`src/rtl/sensor_frame_parser_top_macros.svh`:
```
// Assertion macros for the sensor frame parser top level.
// Each macro expects clk_i and rst_ni to be visible where it is used.
`ifndef SENSOR_FRAME_PARSER_TOP_MACROS_SVH
`define SENSOR_FRAME_PARSER_TOP_MACROS_SVH

// Same-cycle implication, disabled while reset is asserted.
`define SFP_ASSERT_IMP(lbl, ante, cons) \
  lbl: assert property (@(posedge clk_i) disable iff (!rst_ni) (ante) |-> (cons)) \
    else $error("sensor_frame_parser: same-cycle check failed");

// Next-cycle implication, disabled while reset is asserted.
`define SFP_ASSERT_NXT(lbl, ante, cons) \
  lbl: assert property (@(posedge clk_i) disable iff (!rst_ni) (ante) |=> (cons)) \
    else $error("sensor_frame_parser: next-cycle check failed");

`endif

```
`src/rtl/sfp_pkg.sv`:
```
// Shared constants, types and character codes of the sensor frame parser.
// No dependencies; every other RTL file imports this package.
`default_nettype none

package sfp_pkg;

  localparam int MAX_FRAME  = 100;
  localparam int CHANNELS   = 8;
  localparam int POS_W      = 7;
  localparam int FIELD_W    = 4;
  localparam int VAL_W      = 16;
  localparam int BYTE_W     = 8;
  localparam int CHAN_W     = 3;
  localparam int CFG_IDX_W  = 1;
  localparam int CFG_DATA_W = 1;

  // Register indexes of the configuration port.
  localparam logic [CFG_IDX_W-1:0] CFG_DIGITAL_MODE = 1'b0;
  localparam logic [CFG_IDX_W-1:0] CFG_ANALOG_MODE  = 1'b1;

  // ASCII codes the parser looks for.
  localparam logic [BYTE_W-1:0] CH_DOLLAR = 8'h24;
  localparam logic [BYTE_W-1:0] CH_HASH   = 8'h23;
  localparam logic [BYTE_W-1:0] CH_D      = 8'h44;
  localparam logic [BYTE_W-1:0] CH_A      = 8'h41;
  localparam logic [BYTE_W-1:0] CH_ZERO   = 8'h30;
  localparam logic [BYTE_W-1:0] CH_NINE   = 8'h39;
  localparam logic [BYTE_W-1:0] CH_COMMA  = 8'h2C;
  localparam logic [BYTE_W-1:0] CH_SPACE  = 8'h20;
  localparam logic [BYTE_W-1:0] CH_COLON  = 8'h3A;
  localparam logic [BYTE_W-1:0] CH_PLUS   = 8'h2B;
  localparam logic [BYTE_W-1:0] CH_MINUS  = 8'h2D;

  // Digital frames carry channel i at byte position DIG_FIRST_POS + DIG_STRIDE * i.
  localparam int DIG_FIRST_POS = 6;
  localparam int DIG_STRIDE    = 5;

  localparam logic [BYTE_W-1:0] HASH_DIFF = CH_HASH - CH_ZERO;
  localparam logic [BYTE_W-1:0] NUL_DIFF  = 8'h00 - CH_ZERO;
  localparam logic [VAL_W-1:0]  VAL_AT_HASH = {{(VAL_W-BYTE_W){1'b0}}, HASH_DIFF};
  localparam logic [VAL_W-1:0]  VAL_BEYOND  = {{(VAL_W-BYTE_W){1'b0}}, NUL_DIFF};

  typedef enum logic [1:0] {
    KIND_NONE = 2'd0,
    KIND_DIG  = 2'd1,
    KIND_ANA  = 2'd2
  } kind_e;

  typedef logic [CHANNELS-1:0][VAL_W-1:0] chan_vals_t;

  typedef struct packed {
    logic digital;
    logic analog;
  } cfg_t;

  typedef struct packed {
    logic       emit;
    logic       is_analog;
    chan_vals_t vals;
  } emit_t;

endpackage

`default_nettype wire

```
`src/rtl/sfp_if.sv`:
```
// Valid/ready channel interfaces for received bytes and channel results.
// Depends on sfp_pkg for the field widths.
`default_nettype none

interface sfp_in_if;
  import sfp_pkg::*;
  logic              valid;
  logic              ready;
  logic [BYTE_W-1:0] rx_byte;
  modport source (output valid, output rx_byte, input ready);
  modport sink   (input valid, input rx_byte, output ready);
endinterface

interface sfp_out_if;
  import sfp_pkg::*;
  logic              valid;
  logic              ready;
  logic [CHAN_W-1:0] channel;
  logic [VAL_W-1:0]  value;
  logic              is_analog;
  logic              last;
  modport source (output valid, output channel, output value, output is_analog,
                  output last, input ready);
  modport sink   (input valid, input channel, input value, input is_analog,
                  input last, output ready);
endinterface

`default_nettype wire

```
`src/rtl/sfp_in_reg.sv`:
```
// Input register of the sensor frame parser: holds one received byte.
// Depends on sfp_pkg and the sfp_in_if interface.
`default_nettype none

module sfp_in_reg (
  input  logic                      clk_i,
  input  logic                      rst_ni,
  sfp_in_if.sink                    rx_i,
  input  logic                      step_i,
  output logic                      valid_o,
  output logic [sfp_pkg::BYTE_W-1:0] byte_o
);
  import sfp_pkg::*;

  logic              valid_q, valid_d;
  logic [BYTE_W-1:0] byte_q;
  logic              take;

  // The register frees up in the same cycle its byte is consumed.
  assign rx_i.ready = !valid_q || step_i;
  assign take       = rx_i.valid && rx_i.ready;

  always_comb begin
    valid_d = valid_q;
    if (take) begin
      valid_d = 1'b1;
    end else if (step_i) begin
      valid_d = 1'b0;
    end
  end

  always_ff @(posedge clk_i or negedge rst_ni) begin
    if (!rst_ni) begin
      valid_q <= 1'b0;
    end else begin
      valid_q <= valid_d;
    end
  end

  always_ff @(posedge clk_i) begin
    if (take) begin
      byte_q <= rx_i.rx_byte;
    end
  end

  assign valid_o = valid_q;
  assign byte_o  = byte_q;

endmodule

`default_nettype wire

```
`src/rtl/sfp_parser.sv`:
```
// Frame state and channel value accumulation of the sensor frame parser.
// Depends on sfp_pkg; computes the emission of a completing frame combinationally.
`default_nettype none

module sfp_parser (
  input  logic                       clk_i,
  input  logic                       rst_ni,
  input  sfp_pkg::cfg_t              cfg_i,
  input  logic                       valid_i,
  input  logic [sfp_pkg::BYTE_W-1:0] byte_i,
  input  logic                       step_i,
  output sfp_pkg::emit_t             emit_o
);
  import sfp_pkg::*;

  logic               in_frame_q, in_frame_d;
  logic [POS_W-1:0]   pos_q, pos_d;
  kind_e              kind_q, kind_d;
  logic [FIELD_W-1:0] field_q, field_d;
  logic               colon_q, colon_d;
  logic               dend_q, dend_d;
  logic               dstart_q, dstart_d;
  logic               sep_q, sep_d;
  chan_vals_t         vals_q, vals_d;

  logic [BYTE_W-1:0]  diff;
  logic               is_digit;

  assign diff     = byte_i - CH_ZERO;
  assign is_digit = (byte_i >= CH_ZERO) && (byte_i <= CH_NINE);

  // Result of a '#' that closes the open frame.
  always_comb begin
    logic kind_ok;
    emit_o.is_analog = !cfg_i.digital;
    kind_ok = cfg_i.digital ? (kind_q == KIND_DIG) : (cfg_i.analog && kind_q == KIND_ANA);
    emit_o.emit = valid_i && in_frame_q && (byte_i == CH_HASH) && kind_ok;
    for (int i = 0; i < CHANNELS; i++) begin
      if (!cfg_i.digital) begin
        emit_o.vals[i] = vals_q[i];
      end else if (POS_W'(DIG_FIRST_POS + DIG_STRIDE * i) < pos_q) begin
        emit_o.vals[i] = vals_q[i];
      end else if (POS_W'(DIG_FIRST_POS + DIG_STRIDE * i) == pos_q) begin
        emit_o.vals[i] = VAL_AT_HASH;
      end else begin
        emit_o.vals[i] = VAL_BEYOND;
      end
    end
  end

  always_comb begin
    kind_e            kind_n;
    logic [POS_W:0]   pos_inc;
    logic [FIELD_W-1:0] fld;
    logic             col, den, dst;
    in_frame_d = in_frame_q;
    pos_d      = pos_q;
    kind_d     = kind_q;
    field_d    = field_q;
    colon_d    = colon_q;
    dend_d     = dend_q;
    dstart_d   = dstart_q;
    sep_d      = sep_q;
    vals_d     = vals_q;
    kind_n     = kind_q;
    pos_inc    = {1'b0, pos_q} + (POS_W+1)'(1);
    fld        = field_q;
    col        = colon_q;
    den        = dend_q;
    dst        = dstart_q;

    if (step_i) begin
      if (byte_i == CH_DOLLAR) begin
        in_frame_d = 1'b1;
        pos_d      = POS_W'(1);
        kind_d     = KIND_NONE;
        field_d    = '0;
        colon_d    = 1'b0;
        dend_d     = 1'b0;
        dstart_d   = 1'b0;
        sep_d      = 1'b0;
        vals_d     = '0;
      end else if (in_frame_q && byte_i == CH_HASH) begin
        in_frame_d = 1'b0;
        pos_d      = '0;
      end else if (in_frame_q) begin
        if (pos_q == POS_W'(1)) begin
          if (byte_i == CH_D) begin
            kind_n = KIND_DIG;
          end else if (byte_i == CH_A) begin
            kind_n = KIND_ANA;
          end else begin
            kind_n = KIND_NONE;
          end
        end
        kind_d = kind_n;

        case (kind_n)
          KIND_DIG: begin
            for (int i = 0; i < CHANNELS; i++) begin
              if (pos_q == POS_W'(DIG_FIRST_POS + DIG_STRIDE * i)) begin
                vals_d[i] = {{(VAL_W-BYTE_W){1'b0}}, diff};
              end
            end
          end
          KIND_ANA: begin
            if (byte_i == CH_COMMA || byte_i == CH_SPACE) begin
              sep_d = 1'b1;
            end else begin
              // A run of separators closes the field: open the next one.
              if (sep_q) begin
                if (field_q != {FIELD_W{1'b1}}) begin
                  fld = field_q + FIELD_W'(1);
                end
                col = 1'b0;
                den = 1'b0;
                dst = 1'b0;
              end
              sep_d = 1'b0;
              if (fld >= FIELD_W'(1) && fld <= FIELD_W'(CHANNELS)) begin
                if (!col) begin
                  if (byte_i == CH_COLON) begin
                    col = 1'b1;
                  end
                end else if (!den) begin
                  if (is_digit) begin
                    for (int i = 0; i < CHANNELS; i++) begin
                      if (fld == FIELD_W'(i + 1)) begin
                        vals_d[i] = (vals_q[i] << 3) + (vals_q[i] << 1)
                                  + {{(VAL_W-4){1'b0}}, diff[3:0]};
                      end
                    end
                    dst = 1'b1;
                  end else if ((byte_i == CH_PLUS || byte_i == CH_MINUS) && !dst) begin
                    // Signs ahead of the first digit are skipped.
                  end else begin
                    den = 1'b1;
                  end
                end
              end
              field_d  = fld;
              colon_d  = col;
              dend_d   = den;
              dstart_d = dst;
            end
          end
          default: begin
          end
        endcase

        if (pos_inc >= (POS_W+1)'(MAX_FRAME)) begin
          in_frame_d = 1'b0;
          pos_d      = '0;
        end else begin
          pos_d = pos_inc[POS_W-1:0];
        end
      end
    end
  end

  always_ff @(posedge clk_i or negedge rst_ni) begin
    if (!rst_ni) begin
      in_frame_q <= 1'b0;
      pos_q      <= '0;
      kind_q     <= KIND_NONE;
      field_q    <= '0;
      colon_q    <= 1'b0;
      dend_q     <= 1'b0;
      dstart_q   <= 1'b0;
      sep_q      <= 1'b0;
      vals_q     <= '0;
    end else begin
      in_frame_q <= in_frame_d;
      pos_q      <= pos_d;
      kind_q     <= kind_d;
      field_q    <= field_d;
      colon_q    <= colon_d;
      dend_q     <= dend_d;
      dstart_q   <= dstart_d;
      sep_q      <= sep_d;
      vals_q     <= vals_d;
    end
  end

endmodule

`default_nettype wire

```
`src/rtl/sfp_out_seq.sv`:
```
// Result register and burst sequencer: sends one frame's channel values in order.
// Depends on sfp_pkg and the sfp_out_if interface.
`default_nettype none

module sfp_out_seq (
  input  logic           clk_i,
  input  logic           rst_ni,
  input  logic           load_i,
  input  sfp_pkg::emit_t emit_i,
  output logic           load_ok_o,
  sfp_out_if.source      res_o
);
  import sfp_pkg::*;

  chan_vals_t        snap_q, snap_d;
  logic              ana_q;
  logic              busy_q, busy_d;
  logic [CHAN_W-1:0] idx_q, idx_d;
  logic              is_last;
  logic              xfer;

  assign is_last   = (idx_q == CHAN_W'(CHANNELS - 1));
  assign xfer      = res_o.valid && res_o.ready;
  assign load_ok_o = !busy_q || (xfer && is_last);

  assign res_o.valid     = busy_q;
  assign res_o.channel   = idx_q;
  assign res_o.value     = snap_q[0];
  assign res_o.is_analog = ana_q;
  assign res_o.last      = is_last;

  always_comb begin
    busy_d = busy_q;
    idx_d  = idx_q;
    snap_d = snap_q;
    if (load_i) begin
      busy_d = 1'b1;
      idx_d  = '0;
      snap_d = emit_i.vals;
    end else if (xfer) begin
      busy_d = !is_last;
      idx_d  = idx_q + CHAN_W'(1);
      // Shift the next channel into the head slot.
      for (int i = 0; i < CHANNELS - 1; i++) begin
        snap_d[i] = snap_q[i + 1];
      end
    end
  end

  always_ff @(posedge clk_i or negedge rst_ni) begin
    if (!rst_ni) begin
      busy_q <= 1'b0;
      idx_q  <= '0;
    end else begin
      busy_q <= busy_d;
      idx_q  <= idx_d;
    end
  end

  always_ff @(posedge clk_i) begin
    snap_q <= snap_d;
    if (load_i) begin
      ana_q <= emit_i.is_analog;
    end
  end

endmodule

`default_nettype wire

```
`src/rtl/sensor_frame_parser_top.sv`:
```
// Sensor frame parser: top level that ties input register, parser and result sequencer.
// Depends on sfp_pkg, sfp_if, sfp_in_reg, sfp_parser, sfp_out_seq and the macros header.
//
// The block takes one received ASCII byte per transfer on rx_i and assembles frames
// that open with '$' and close with '#'; a '$' inside a frame restarts it, and a frame
// that reaches MAX_FRAME bytes without '#' is dropped. When a frame closes and its
// kind (byte 1, 'D' or 'A') matches the configured mode, the block sends eight result
// transfers on res_o, channel 0 first, with last set on channel 7. Digital mode takes
// priority over analog mode. Each byte passes an input register before it is folded
// into the parser state, so bytes are taken one per cycle unless a closing byte is
// held back. A completed frame's values are copied into the result register, which
// drains one channel per output transfer; the byte that closes the next frame waits
// in the input register until the last result of the previous frame is transferred,
// so faster frames back-pressure rx_i. Configuration writes take effect at the clock
// edge at which cfg_we_i is high, and should only be issued while the block is idle.
`default_nettype none

`include "sensor_frame_parser_top_macros.svh"

module sensor_frame_parser_top (
  input  logic                           clk_i,
  input  logic                           rst_ni,
  sfp_in_if.sink                         rx_i,
  sfp_out_if.source                      res_o,
  input  logic                           cfg_we_i,
  input  logic [sfp_pkg::CFG_IDX_W-1:0]  cfg_idx_i,
  input  logic [sfp_pkg::CFG_DATA_W-1:0] cfg_wdata_i
);
  import sfp_pkg::*;

  cfg_t              cfg_q, cfg_d;
  logic              byte_valid;
  logic [BYTE_W-1:0] byte_val;
  emit_t             emit;
  logic              load_ok;
  logic              step;
  logic              load;

  // Mode registers. Only bit 0 of the write data matters.
  always_comb begin
    cfg_d = cfg_q;
    if (cfg_we_i) begin
      case (cfg_idx_i)
        CFG_DIGITAL_MODE: cfg_d.digital = cfg_wdata_i[0];
        CFG_ANALOG_MODE:  cfg_d.analog  = cfg_wdata_i[0];
        default: begin
        end
      endcase
    end
  end

  always_ff @(posedge clk_i or negedge rst_ni) begin
    if (!rst_ni) begin
      cfg_q <= '{digital: 1'b1, analog: 1'b0};
    end else begin
      cfg_q <= cfg_d;
    end
  end

  // A buffered byte is consumed unless it closes a frame with results while the
  // result register still holds an earlier frame.
  assign step = byte_valid && (!emit.emit || load_ok);
  assign load = step && emit.emit;

  sfp_in_reg u_in_reg (
    .clk_i   (clk_i),
    .rst_ni  (rst_ni),
    .rx_i    (rx_i),
    .step_i  (step),
    .valid_o (byte_valid),
    .byte_o  (byte_val)
  );

  sfp_parser u_parser (
    .clk_i   (clk_i),
    .rst_ni  (rst_ni),
    .cfg_i   (cfg_q),
    .valid_i (byte_valid),
    .byte_i  (byte_val),
    .step_i  (step),
    .emit_o  (emit)
  );

  sfp_out_seq u_out_seq (
    .clk_i     (clk_i),
    .rst_ni    (rst_ni),
    .load_i    (load),
    .emit_i    (emit),
    .load_ok_o (load_ok),
    .res_o     (res_o)
  );

  // A new frame is loaded only when the previous burst is finished or ending now.
  `SFP_ASSERT_IMP(a_load_no_overwrite, load, !res_o.valid || (res_o.ready && res_o.last))
  // A burst continues after every transfer that is not the last one.
  `SFP_ASSERT_NXT(a_burst_continues, res_o.valid && res_o.ready && !res_o.last, res_o.valid)
  // The last flag is only set on the final channel.
  `SFP_ASSERT_IMP(a_last_channel, res_o.valid && res_o.last,
                  res_o.channel == CHAN_W'(CHANNELS - 1))

endmodule

`default_nettype wire

```
`src/flat_wrapper.sv`:
```
// flat-port wrapper written by rule: the top's interface ports become plain ports
module sensor_frame_parser_top_flat import sfp_pkg::*;
  (clk_i, rst_ni, cfg_we_i, cfg_idx_i, cfg_wdata_i, rx_i_valid, rx_i_rx_byte, rx_i_ready, res_o_valid, res_o_channel, res_o_value, res_o_is_analog, res_o_last, res_o_ready);
  sfp_in_if rx_i_i ();
  sfp_out_if res_o_i ();
  input  logic clk_i;
  input  logic rst_ni;
  input  logic cfg_we_i;
  input  logic [sfp_pkg::CFG_IDX_W-1:0] cfg_idx_i;
  input  logic [sfp_pkg::CFG_DATA_W-1:0] cfg_wdata_i;
  input wire logic [$bits(rx_i_i.valid)-1:0] rx_i_valid;
  input wire logic [$bits(rx_i_i.rx_byte)-1:0] rx_i_rx_byte;
  output wire logic [$bits(rx_i_i.ready)-1:0] rx_i_ready;
  output wire logic [$bits(res_o_i.valid)-1:0] res_o_valid;
  output wire logic [$bits(res_o_i.channel)-1:0] res_o_channel;
  output wire logic [$bits(res_o_i.value)-1:0] res_o_value;
  output wire logic [$bits(res_o_i.is_analog)-1:0] res_o_is_analog;
  output wire logic [$bits(res_o_i.last)-1:0] res_o_last;
  input wire logic [$bits(res_o_i.ready)-1:0] res_o_ready;
  assign rx_i_i.valid = rx_i_valid;
  assign rx_i_i.rx_byte = rx_i_rx_byte;
  assign rx_i_ready = rx_i_i.ready;
  assign res_o_valid = res_o_i.valid;
  assign res_o_channel = res_o_i.channel;
  assign res_o_value = res_o_i.value;
  assign res_o_is_analog = res_o_i.is_analog;
  assign res_o_last = res_o_i.last;
  assign res_o_i.ready = res_o_ready;
  sensor_frame_parser_top u_core (.clk_i(clk_i), .rst_ni(rst_ni), .rx_i(rx_i_i), .res_o(res_o_i), .cfg_we_i(cfg_we_i), .cfg_idx_i(cfg_idx_i), .cfg_wdata_i(cfg_wdata_i));
endmodule
```
`config.mk`:
```
export PLATFORM = sky130hd
export DESIGN_NAME = sensor_frame_parser_top_flat
export DESIGN_NICKNAME = d
export VERILOG_FILES = /design/src/rtl/sfp_pkg.sv /design/src/rtl/sfp_if.sv /design/src/rtl/sfp_in_reg.sv /design/src/rtl/sfp_parser.sv /design/src/rtl/sfp_out_seq.sv /design/src/rtl/sensor_frame_parser_top.sv /design/src/flat_wrapper.sv
export VERILOG_INCLUDE_DIRS = /design/src /design/src/rtl
export SDC_FILE = /design/constraint.sdc
export NUM_CORES = 1
export LEC_CHECK = 0
export BUFFER_PORTS_ARGS = -buffer_cell sky130_fd_sc_hd__buf_2
export CORE_MARGIN = 2
export CORE_UTILIZATION = 41
export CTS_BUF_LIST = sky130_fd_sc_hd__clkbuf_4 sky130_fd_sc_hd__clkbuf_8
export DETAILED_ROUTE_END_ITERATION = 6
export SYNTH_ARGS = -nofsm -noshare
export SYNTH_HDL_FRONTEND = slang
export SYNTH_SLANG_ARGS = --single-unit
```
`constraint.sdc`:
```
create_clock -name clk_i -period 10.57 [get_ports clk_i]
set_clock_uncertainty 0.1 [all_clocks]
set_input_delay 2.114 -clock clk_i [delete_from_list [all_inputs] [get_ports clk_i]]
set_output_delay 2.114 -clock clk_i [all_outputs]
set_load 0.02 [all_outputs]
```
# Word-level counts from Yosys, hierarchy flattened
# Cells that the tools add are included.
[word_totals]
regBits = 290
out_inout_bits = 23
inputBits = 15
elab_cells = 314
[classes]
n_eq_ne = 63
reduce_logical = 44
n_lt_le_gt_ge = 13
muxes = 142
bitwise_logic = 1
n_addsub = 20
[ops]
columns = ["cell", "n"]
rows = [
  ["$mux 128", 8],
  ["$mux 16", 32],
  ["$pmux 128 s2", 1],
  ["$mux 112", 2],
  ["$add 16x16->16", 8],
  ["$add 16x4->16", 8],
  ["$reduce_and 11->1", 8],
  ["$ne 3x3->1 const B", 21],
  ["$mux 1", 62],
  ["$eq 8x6->1 const B", 7],
  ["$mux 4", 13],
  ["$mux 6", 8],
  ["$eq 5x7->1 const A", 4],
  ["$eq 7x5->1 const B", 4],
  ["$lt 5x7->1 const A", 4],
  ["$mux 7", 4],
  ["$mux 2", 10],
  ["$eq 4x3->1 const B", 4],
  ["$eq 8x7->1 const B", 2],
  ["$eq 6x7->1 const A", 2],
  ["$eq 7x6->1 const B", 2],
  ["$lt 6x7->1 const A", 2],
  ["$logic_and 1x1->1", 13],
  ["$add 7x1->8 const B", 1],
  ["other kinds (33)", 53],
]

# Longest topological paths before layout
[logic_depth]
ltp_word = 26
depth_mapped = 13
ltp_nobuf = 10

# Hierarchy
# A second synthesis with hierarchy kept.
[unflattened]
hier_cells = 1850
hier_area_um2 = 20211.9
[modules_own_cells]
columns = ["mod", "instances", "seq_area_each_um2", "area_each_um2", "cells_per_inst"]
rows = [
  ["sfp_parser", 1, 3653.5, 14189.9, 1539],
  ["sfp_out_seq", 1, 3973.8, 5622.9, 290],
  ["sfp_in_reg", 1, 265.3, 294.0, 12],
  ["sensor_frame_parser_top", 1, 51.3, 105.1, 9],
]

# Worst setup path before layout
# No wires, ideal clock.
[synth_path]
kind = "register -> register"
startpoint = "reg u_core.u_in_reg.byte_q[3], in the netlist u_core.u_in_reg.byte_o[3]"
endpoint = "reg u_core.u_out_seq.snap_q (netlist bit u_core.u_out_seq.res_o.value[0]) (enable)"
arrival_time_ns = 9.589
synth_period_minus_slack_ns = 10.426
required_ns = 9.732
path_stages_with_launch = 5
setup_ns = 0.738
setup_slack_ns = 0.144
cell_sequence = "edfxtp_1 > nor4b_4 > nand4_1 > or3b_2 > o21ai_0"
[synth_via]
elab_chain_len = 8
[synth_rtl]
columns = ["element", "line", "source"]
rows = [
  ["start: declaration", "sfp_in_reg.sv:16", "logic [BYTE_W-1:0] byte_q;"],
  ["start signal: assignment", "sfp_in_reg.sv:42", "byte_q <= rx_i.rx_byte;"],
  ["$eq 8x6->1 (*)", "sfp_parser.sv:37", "emit_o.emit = valid_i && in_frame_q && (byte_i == CH_HASH) && kind_ok;"],
  ["$logic_and 1x1->1 (*) (2 in series)", "sfp_parser.sv:37", ""],
  ["$logic_not 1->1", "sensor_frame_parser_top.sv:62", "assign step = byte_valid && (!emit.emit || load_ok);"],
  ["$logic_or 1x1->1", "sensor_frame_parser_top.sv:62", ""],
  ["$logic_and 1x1->1", "sensor_frame_parser_top.sv:62", ""],
  ["$logic_and 1x1->1 (*)", "sensor_frame_parser_top.sv:63", "assign load = step && emit.emit;"],
  ["$reduce_bool 2->1 (no line) (*)", "-", ""],
  ["end signal: assignment", "sfp_out_seq.sv:61", "snap_q <= snap_d;"],
  ["end: declaration", "sfp_out_seq.sv:15", "chan_vals_t snap_q, snap_d;"],
]
# Mark *: on every way between the ends. The rest lies on a longest branch, timed or not.
# A chain may end at the register's enable or synchronous reset.

# Worst setup path after layout
[layout_path]
startpoint = "reg u_core.u_in_reg.byte_q[3], in the netlist u_core.u_in_reg.byte_o[3]"
endpoint = "out rx_i_ready"
[layout_via]
elab_chain_len = 7
[layout_rtl]
columns = ["element", "line", "source"]
rows = [
  ["$eq 8x6->1", "sfp_parser.sv:37", ""],
  ["$logic_and 1x1->1 (2 in series)", "sfp_parser.sv:37", ""],
  ["$logic_not 1->1", "sensor_frame_parser_top.sv:62", ""],
  ["$logic_or 1x1->1", "sensor_frame_parser_top.sv:62", ""],
  ["$logic_and 1x1->1", "sensor_frame_parser_top.sv:62", ""],
  ["$logic_or 1x1->1", "sfp_in_reg.sv:20", "assign rx_i.ready = !valid_q || step_i;"],
  ["end: declaration", "flat_wrapper.sv:13", "output wire logic [$bits(rx_i_i.ready)-1:0] rx_i_ready;"],
]
# Every way passes these cells.

==> impl_summary.log <==
[metrics] status: complete, but fails checks
[metrics] failing checks: design-rule violations
[metrics] FILL cells: ~4,500
[metrics] clock insertion delay at the later pin of the skew report: 0.65 ns
[metrics] sequential cell area: ~7900 um2
[metrics] final-layout worst hold slack: around 0.39 ns
[metrics] Max Fclk: approximately 0.18 GHz
[metrics] synthesized-area fraction occupied by and/or/nand/nor cells: 15.1%
[metrics] cell chosen for the clock root: sky130_fd_sc_hd__clkbuf_8
[metrics] initial cell density of the core: ~42%
[metrics] final clock period utilization by the worst path: 53.1%
[metrics] Static Leakage: 9.59 nW
[metrics] detailed router's first-iteration violation count: approximately 970
[metrics] length of routed met2 wiring: ~23 mm
[metrics] unrepaired setup endpoints after global routing: false
[metrics] first-pass GRT wire length: between 70 and 80 mm
[metrics] top-level I/O count: 38
[metrics] highest metal layer with signal wires: met4
[metrics] final global-route overflow total: 0
[metrics] number of clock buffers inserted by TritonCTS: 52
[metrics] Power per Cell Area: 191 nW/um2
[metrics] post-synthesis sequential area ratio: roughly two fifths
[metrics] number of antenna violations at the first check in global routing: 0
[metrics] worst min path class: flip-flop to flip-flop
[metrics] hold violation total from the final report: 0
[metrics] Setup-failing EPs final: 0
[metrics] Detailed Route WL: between 40 and 50 mm
[metrics] Site Rows: a little under 80
[metrics] TritonCTS clock tree: done
[metrics] number of nets in the final layout: 2,219
[metrics] transition time at the pin with the least slew margin: between 1 and 1.5 ns
[metrics] xor-xnor portion of the synthesized cell area: under 10%
[metrics] Post-Route Setup TNS: 0 ns
[metrics] CP max FO: 15
[metrics] number of synthesized flops with an enable pin: 137
[metrics] number of I/O port buffers: 37
[metrics] Synthesis Warnings: 0
[metrics] Chip Width: approximately 220 um
[metrics] hold buffer count at cts: 0
[metrics] non-filler instance count after layout: 2,621
[metrics] Post-synth ARST share: between 50% and 60%
[metrics] combined area of the multi-input logic cells: 10,700 um2
[metrics] share of synthesized area spent on multiplexers: under 10%
[metrics] number of nets still failing antenna checks after routing: 0
[metrics] Top FF cell, synth: sky130_fd_sc_hd__dfrtp_1
[metrics] mean area per synthesized cell: between 9 and 10 um2
[metrics] clk slew on worst S/H paths: approximately 0.06 ns
[metrics] layout cell share with drive strength beyond 1: approximately 13%
[metrics] total inserted antenna cells: 0
[metrics] maximum ir drop on the vdd rail: about 130 uV
[metrics] routability congestion estimate: between 0.8 and 0.9
[metrics] commonest non-fill, non-tap cell in the layout: sky130_fd_sc_hd__nand2_1
[metrics] Routed wire per std cell: between 15 and 20 um
[metrics] endpoint class of the critical path: output port
[metrics] number of pins with negative max-slew slack in the final report: 0
[metrics] HPWL after DPL: between 30 and 40 mm
[metrics] Resized Gates After CTS: 0
[metrics] placed cell count: about 2,500
[metrics] Relative slew margins: 19.2%
[metrics] Overall Power: between 4 and 5 mW
[metrics] Period minus WS final: roughly 5.6 ns
[metrics] area grow syn2layout: 8.47%
[metrics] netlist area before placement: between 15,000 and 20,000 um2
[metrics] number of buffers inserted to repair setup after CTS: 0
[metrics] Data required, critical path: 8.36 ns
[metrics] Synth Instances: slightly below 2,000
[metrics] Num Clock Sinks: 290
[metrics] Die ar.: approximately 49,000 um2
[metrics] Clock Tree Buf Depth: 3
[metrics] wire length on met3: ~2.2 mm
[metrics] top library cells by usage in the layout, fill and taps aside: 252 x sky130_fd_sc_hd__nand2_1, 218 x sky130_fd_sc_hd__ha_1, 158 x sky130_fd_sc_hd__o21ai_0
[metrics] pin count of the biggest net entering global routing: 97
[metrics] detailed-router iteration count before antenna repair: 7
[metrics] wl on met1: 21.3 mm
[metrics] post-synthesis sequential element count: 290
[metrics] overall routing resource usage: about 20%
[metrics] Remaining DRCs: 1
[metrics] crit path launch type: flip-flop
[metrics] DIE HEIGHT: roughly 220 um
[metrics] via count of the first global-routing pass: 15,300
[metrics] data arrival time of the critical path: between 3 and 4 ns
[metrics] Core Region: between 40,000 and 50,000 um2
[metrics] number of nets produced by synthesis: about 2,200
[metrics] Maximum Capacitance Violations: 0
[metrics] type of the worst setup path: flip-flop to output port
[metrics] Synth cell types: between 80 and 90
[metrics] synthesized-area fraction occupied by adder cells: 15.7%
[metrics] ratio of routed vias to standard cells: 5.68
[metrics] vias post-DR: approximately 15,000
[metrics] share of the synthesized area in compound gates (AO/OA/AOI/OAI): between 15 and 20%
[metrics] CTS H-tree lvls: 2
[metrics] combinational family with the most area after synthesis: adder cells
critical path: stages (launching register included):
cell and delay [ns]:
sky130_fd_sc_hd__edfxtp_1 0.81, sky130_fd_sc_hd__nor4b_4 0.62, sky130_fd_sc_hd__nand4_1 0.19, sky130_fd_sc_hd__or3b_2 0.57
sky130_fd_sc_hd__or2_2 0.38, sky130_fd_sc_hd__buf_2 0.18
path summary, 6_finish.rpt:
kind                                        startpoint                           to  depth (start not counted)  slack, ns
max                          u_core.u_in_reg.byte_o[3]                   rx_i_ready                          5       4.95
min in group asynchronous                       rst_ni  u_core.u_parser.vals_q[124]                          1       1.28
min reg2reg                u_core.u_parser.vals_q[127]  u_core.u_parser.vals_q[127]                          1       0.39
max reg2reg                  u_core.u_in_reg.byte_o[3]  u_core.u_parser.vals_q[121]                          8       5.63
max in group asynchronous                       rst_ni   u_core.u_parser.vals_q[25]                          3       7.07
min                        u_core.u_parser.vals_q[127]  u_core.u_parser.vals_q[127]                          1       0.39
state kept, by name, summed over array words and instances (netlist names):
register / count
u_core.u_in_reg.valid_o: 1
u_core.cfg_q: 2
u_core.u_parser.field_q: 4
u_core.u_parser.colon_q: 1
u_core.u_parser.dstart_q: 1
u_core.u_out_seq.res_o.is_analog: 1
u_core.u_in_reg.byte_o: 8
u_core.u_out_seq.res_o.channel: 3
u_core.u_parser.vals_q: 128
u_core.u_out_seq.res_o.valid: 1
u_core.u_parser.in_frame_q: 1
u_core.u_parser.sep_q: 1
u_core.u_out_seq.res_o.value: 16
u_core.u_parser.kind_q: 2
u_core.u_parser.dend_q: 1
u_core.u_out_seq.snap_q: 112
u_core.u_parser.pos_q: 7
final cells by class:
cell class | instances | share of cell area, %
clock buffer | 85 | 4.88
clock inverter | 13 | 0.428
inverter | 62 | 1.12
multi-input combinational | 1513 | 50.8
sequential | 290 | 37.8
tap | 607 | 3.61
timing repair buffer | 51 | 1.41
synth_stat cells (31+ instances only):
master | number | area [um2]
sky130_fd_sc_hd__a21oi_1 | 119 | 596
sky130_fd_sc_hd__a31oi_1 | 35 | 219
sky130_fd_sc_hd__clkbuf_1 | 54 | 203
sky130_fd_sc_hd__dfrtp_1 | 152 | 3800
sky130_fd_sc_hd__edfxtp_1 | 137 | 4110
sky130_fd_sc_hd__ha_1 | 218 | 2730
sky130_fd_sc_hd__inv_1 | 61 | 229
sky130_fd_sc_hd__mux2_2 | 64 | 721
sky130_fd_sc_hd__nand2_1 | 252 | 946
sky130_fd_sc_hd__nand2b_1 | 31 | 194
sky130_fd_sc_hd__nand3_1 | 96 | 480
sky130_fd_sc_hd__nor2_1 | 134 | 503
sky130_fd_sc_hd__o21ai_0 | 159 | 796
sky130_fd_sc_hd__xnor2_1 | 70 | 613
sky130_fd_sc_hd__xor2_1 | 36 | 315
metrics by stage:
stage	area [um2]	utilization [%]	setup slack, ns
after floorplan	19400	-	0.144
after CTS	21000	45.1	4.89
after global placement	19900	42.7	5.42
after global routing	21000	45.1	4.79
final	21000	45.1	4.95
after detailed placement	19900	42.7	5.41
metal layers:
| metal | vias up | global-route usage (%) |
|---|---|---|
| li1 | 7129 | - |
| met1 | 7280 | 25.6 |
| met2 | 377 | 34.2 |
| met3 | 108 | 2.59 |
| met4 | 0 | 8.83 |
| met5 | - | 0 |
power breakdown:
part / switching, mW / internal, mW / total, mW
clock: 0.500 / 0.636 / 1.14
sequential: 0.205 / 1.41 / 1.61
combinational: 0.758 / 0.519 / 1.28
kinds of logic (layout without fill, tap and decap cells):
| family | after synthesis | in the layout |
|---|---|---|
| simple gates | 634 | 634 |
| mux | 71 | 71 |
| buf+inv | 170 | 211 |
| flops | 290 | 290 |
| fa+ha+maj | 234 | 234 |
| compound gates | 468 | 468 |
| xor+xnor | 106 | 106 |
(Power assumes the default switching activity.)
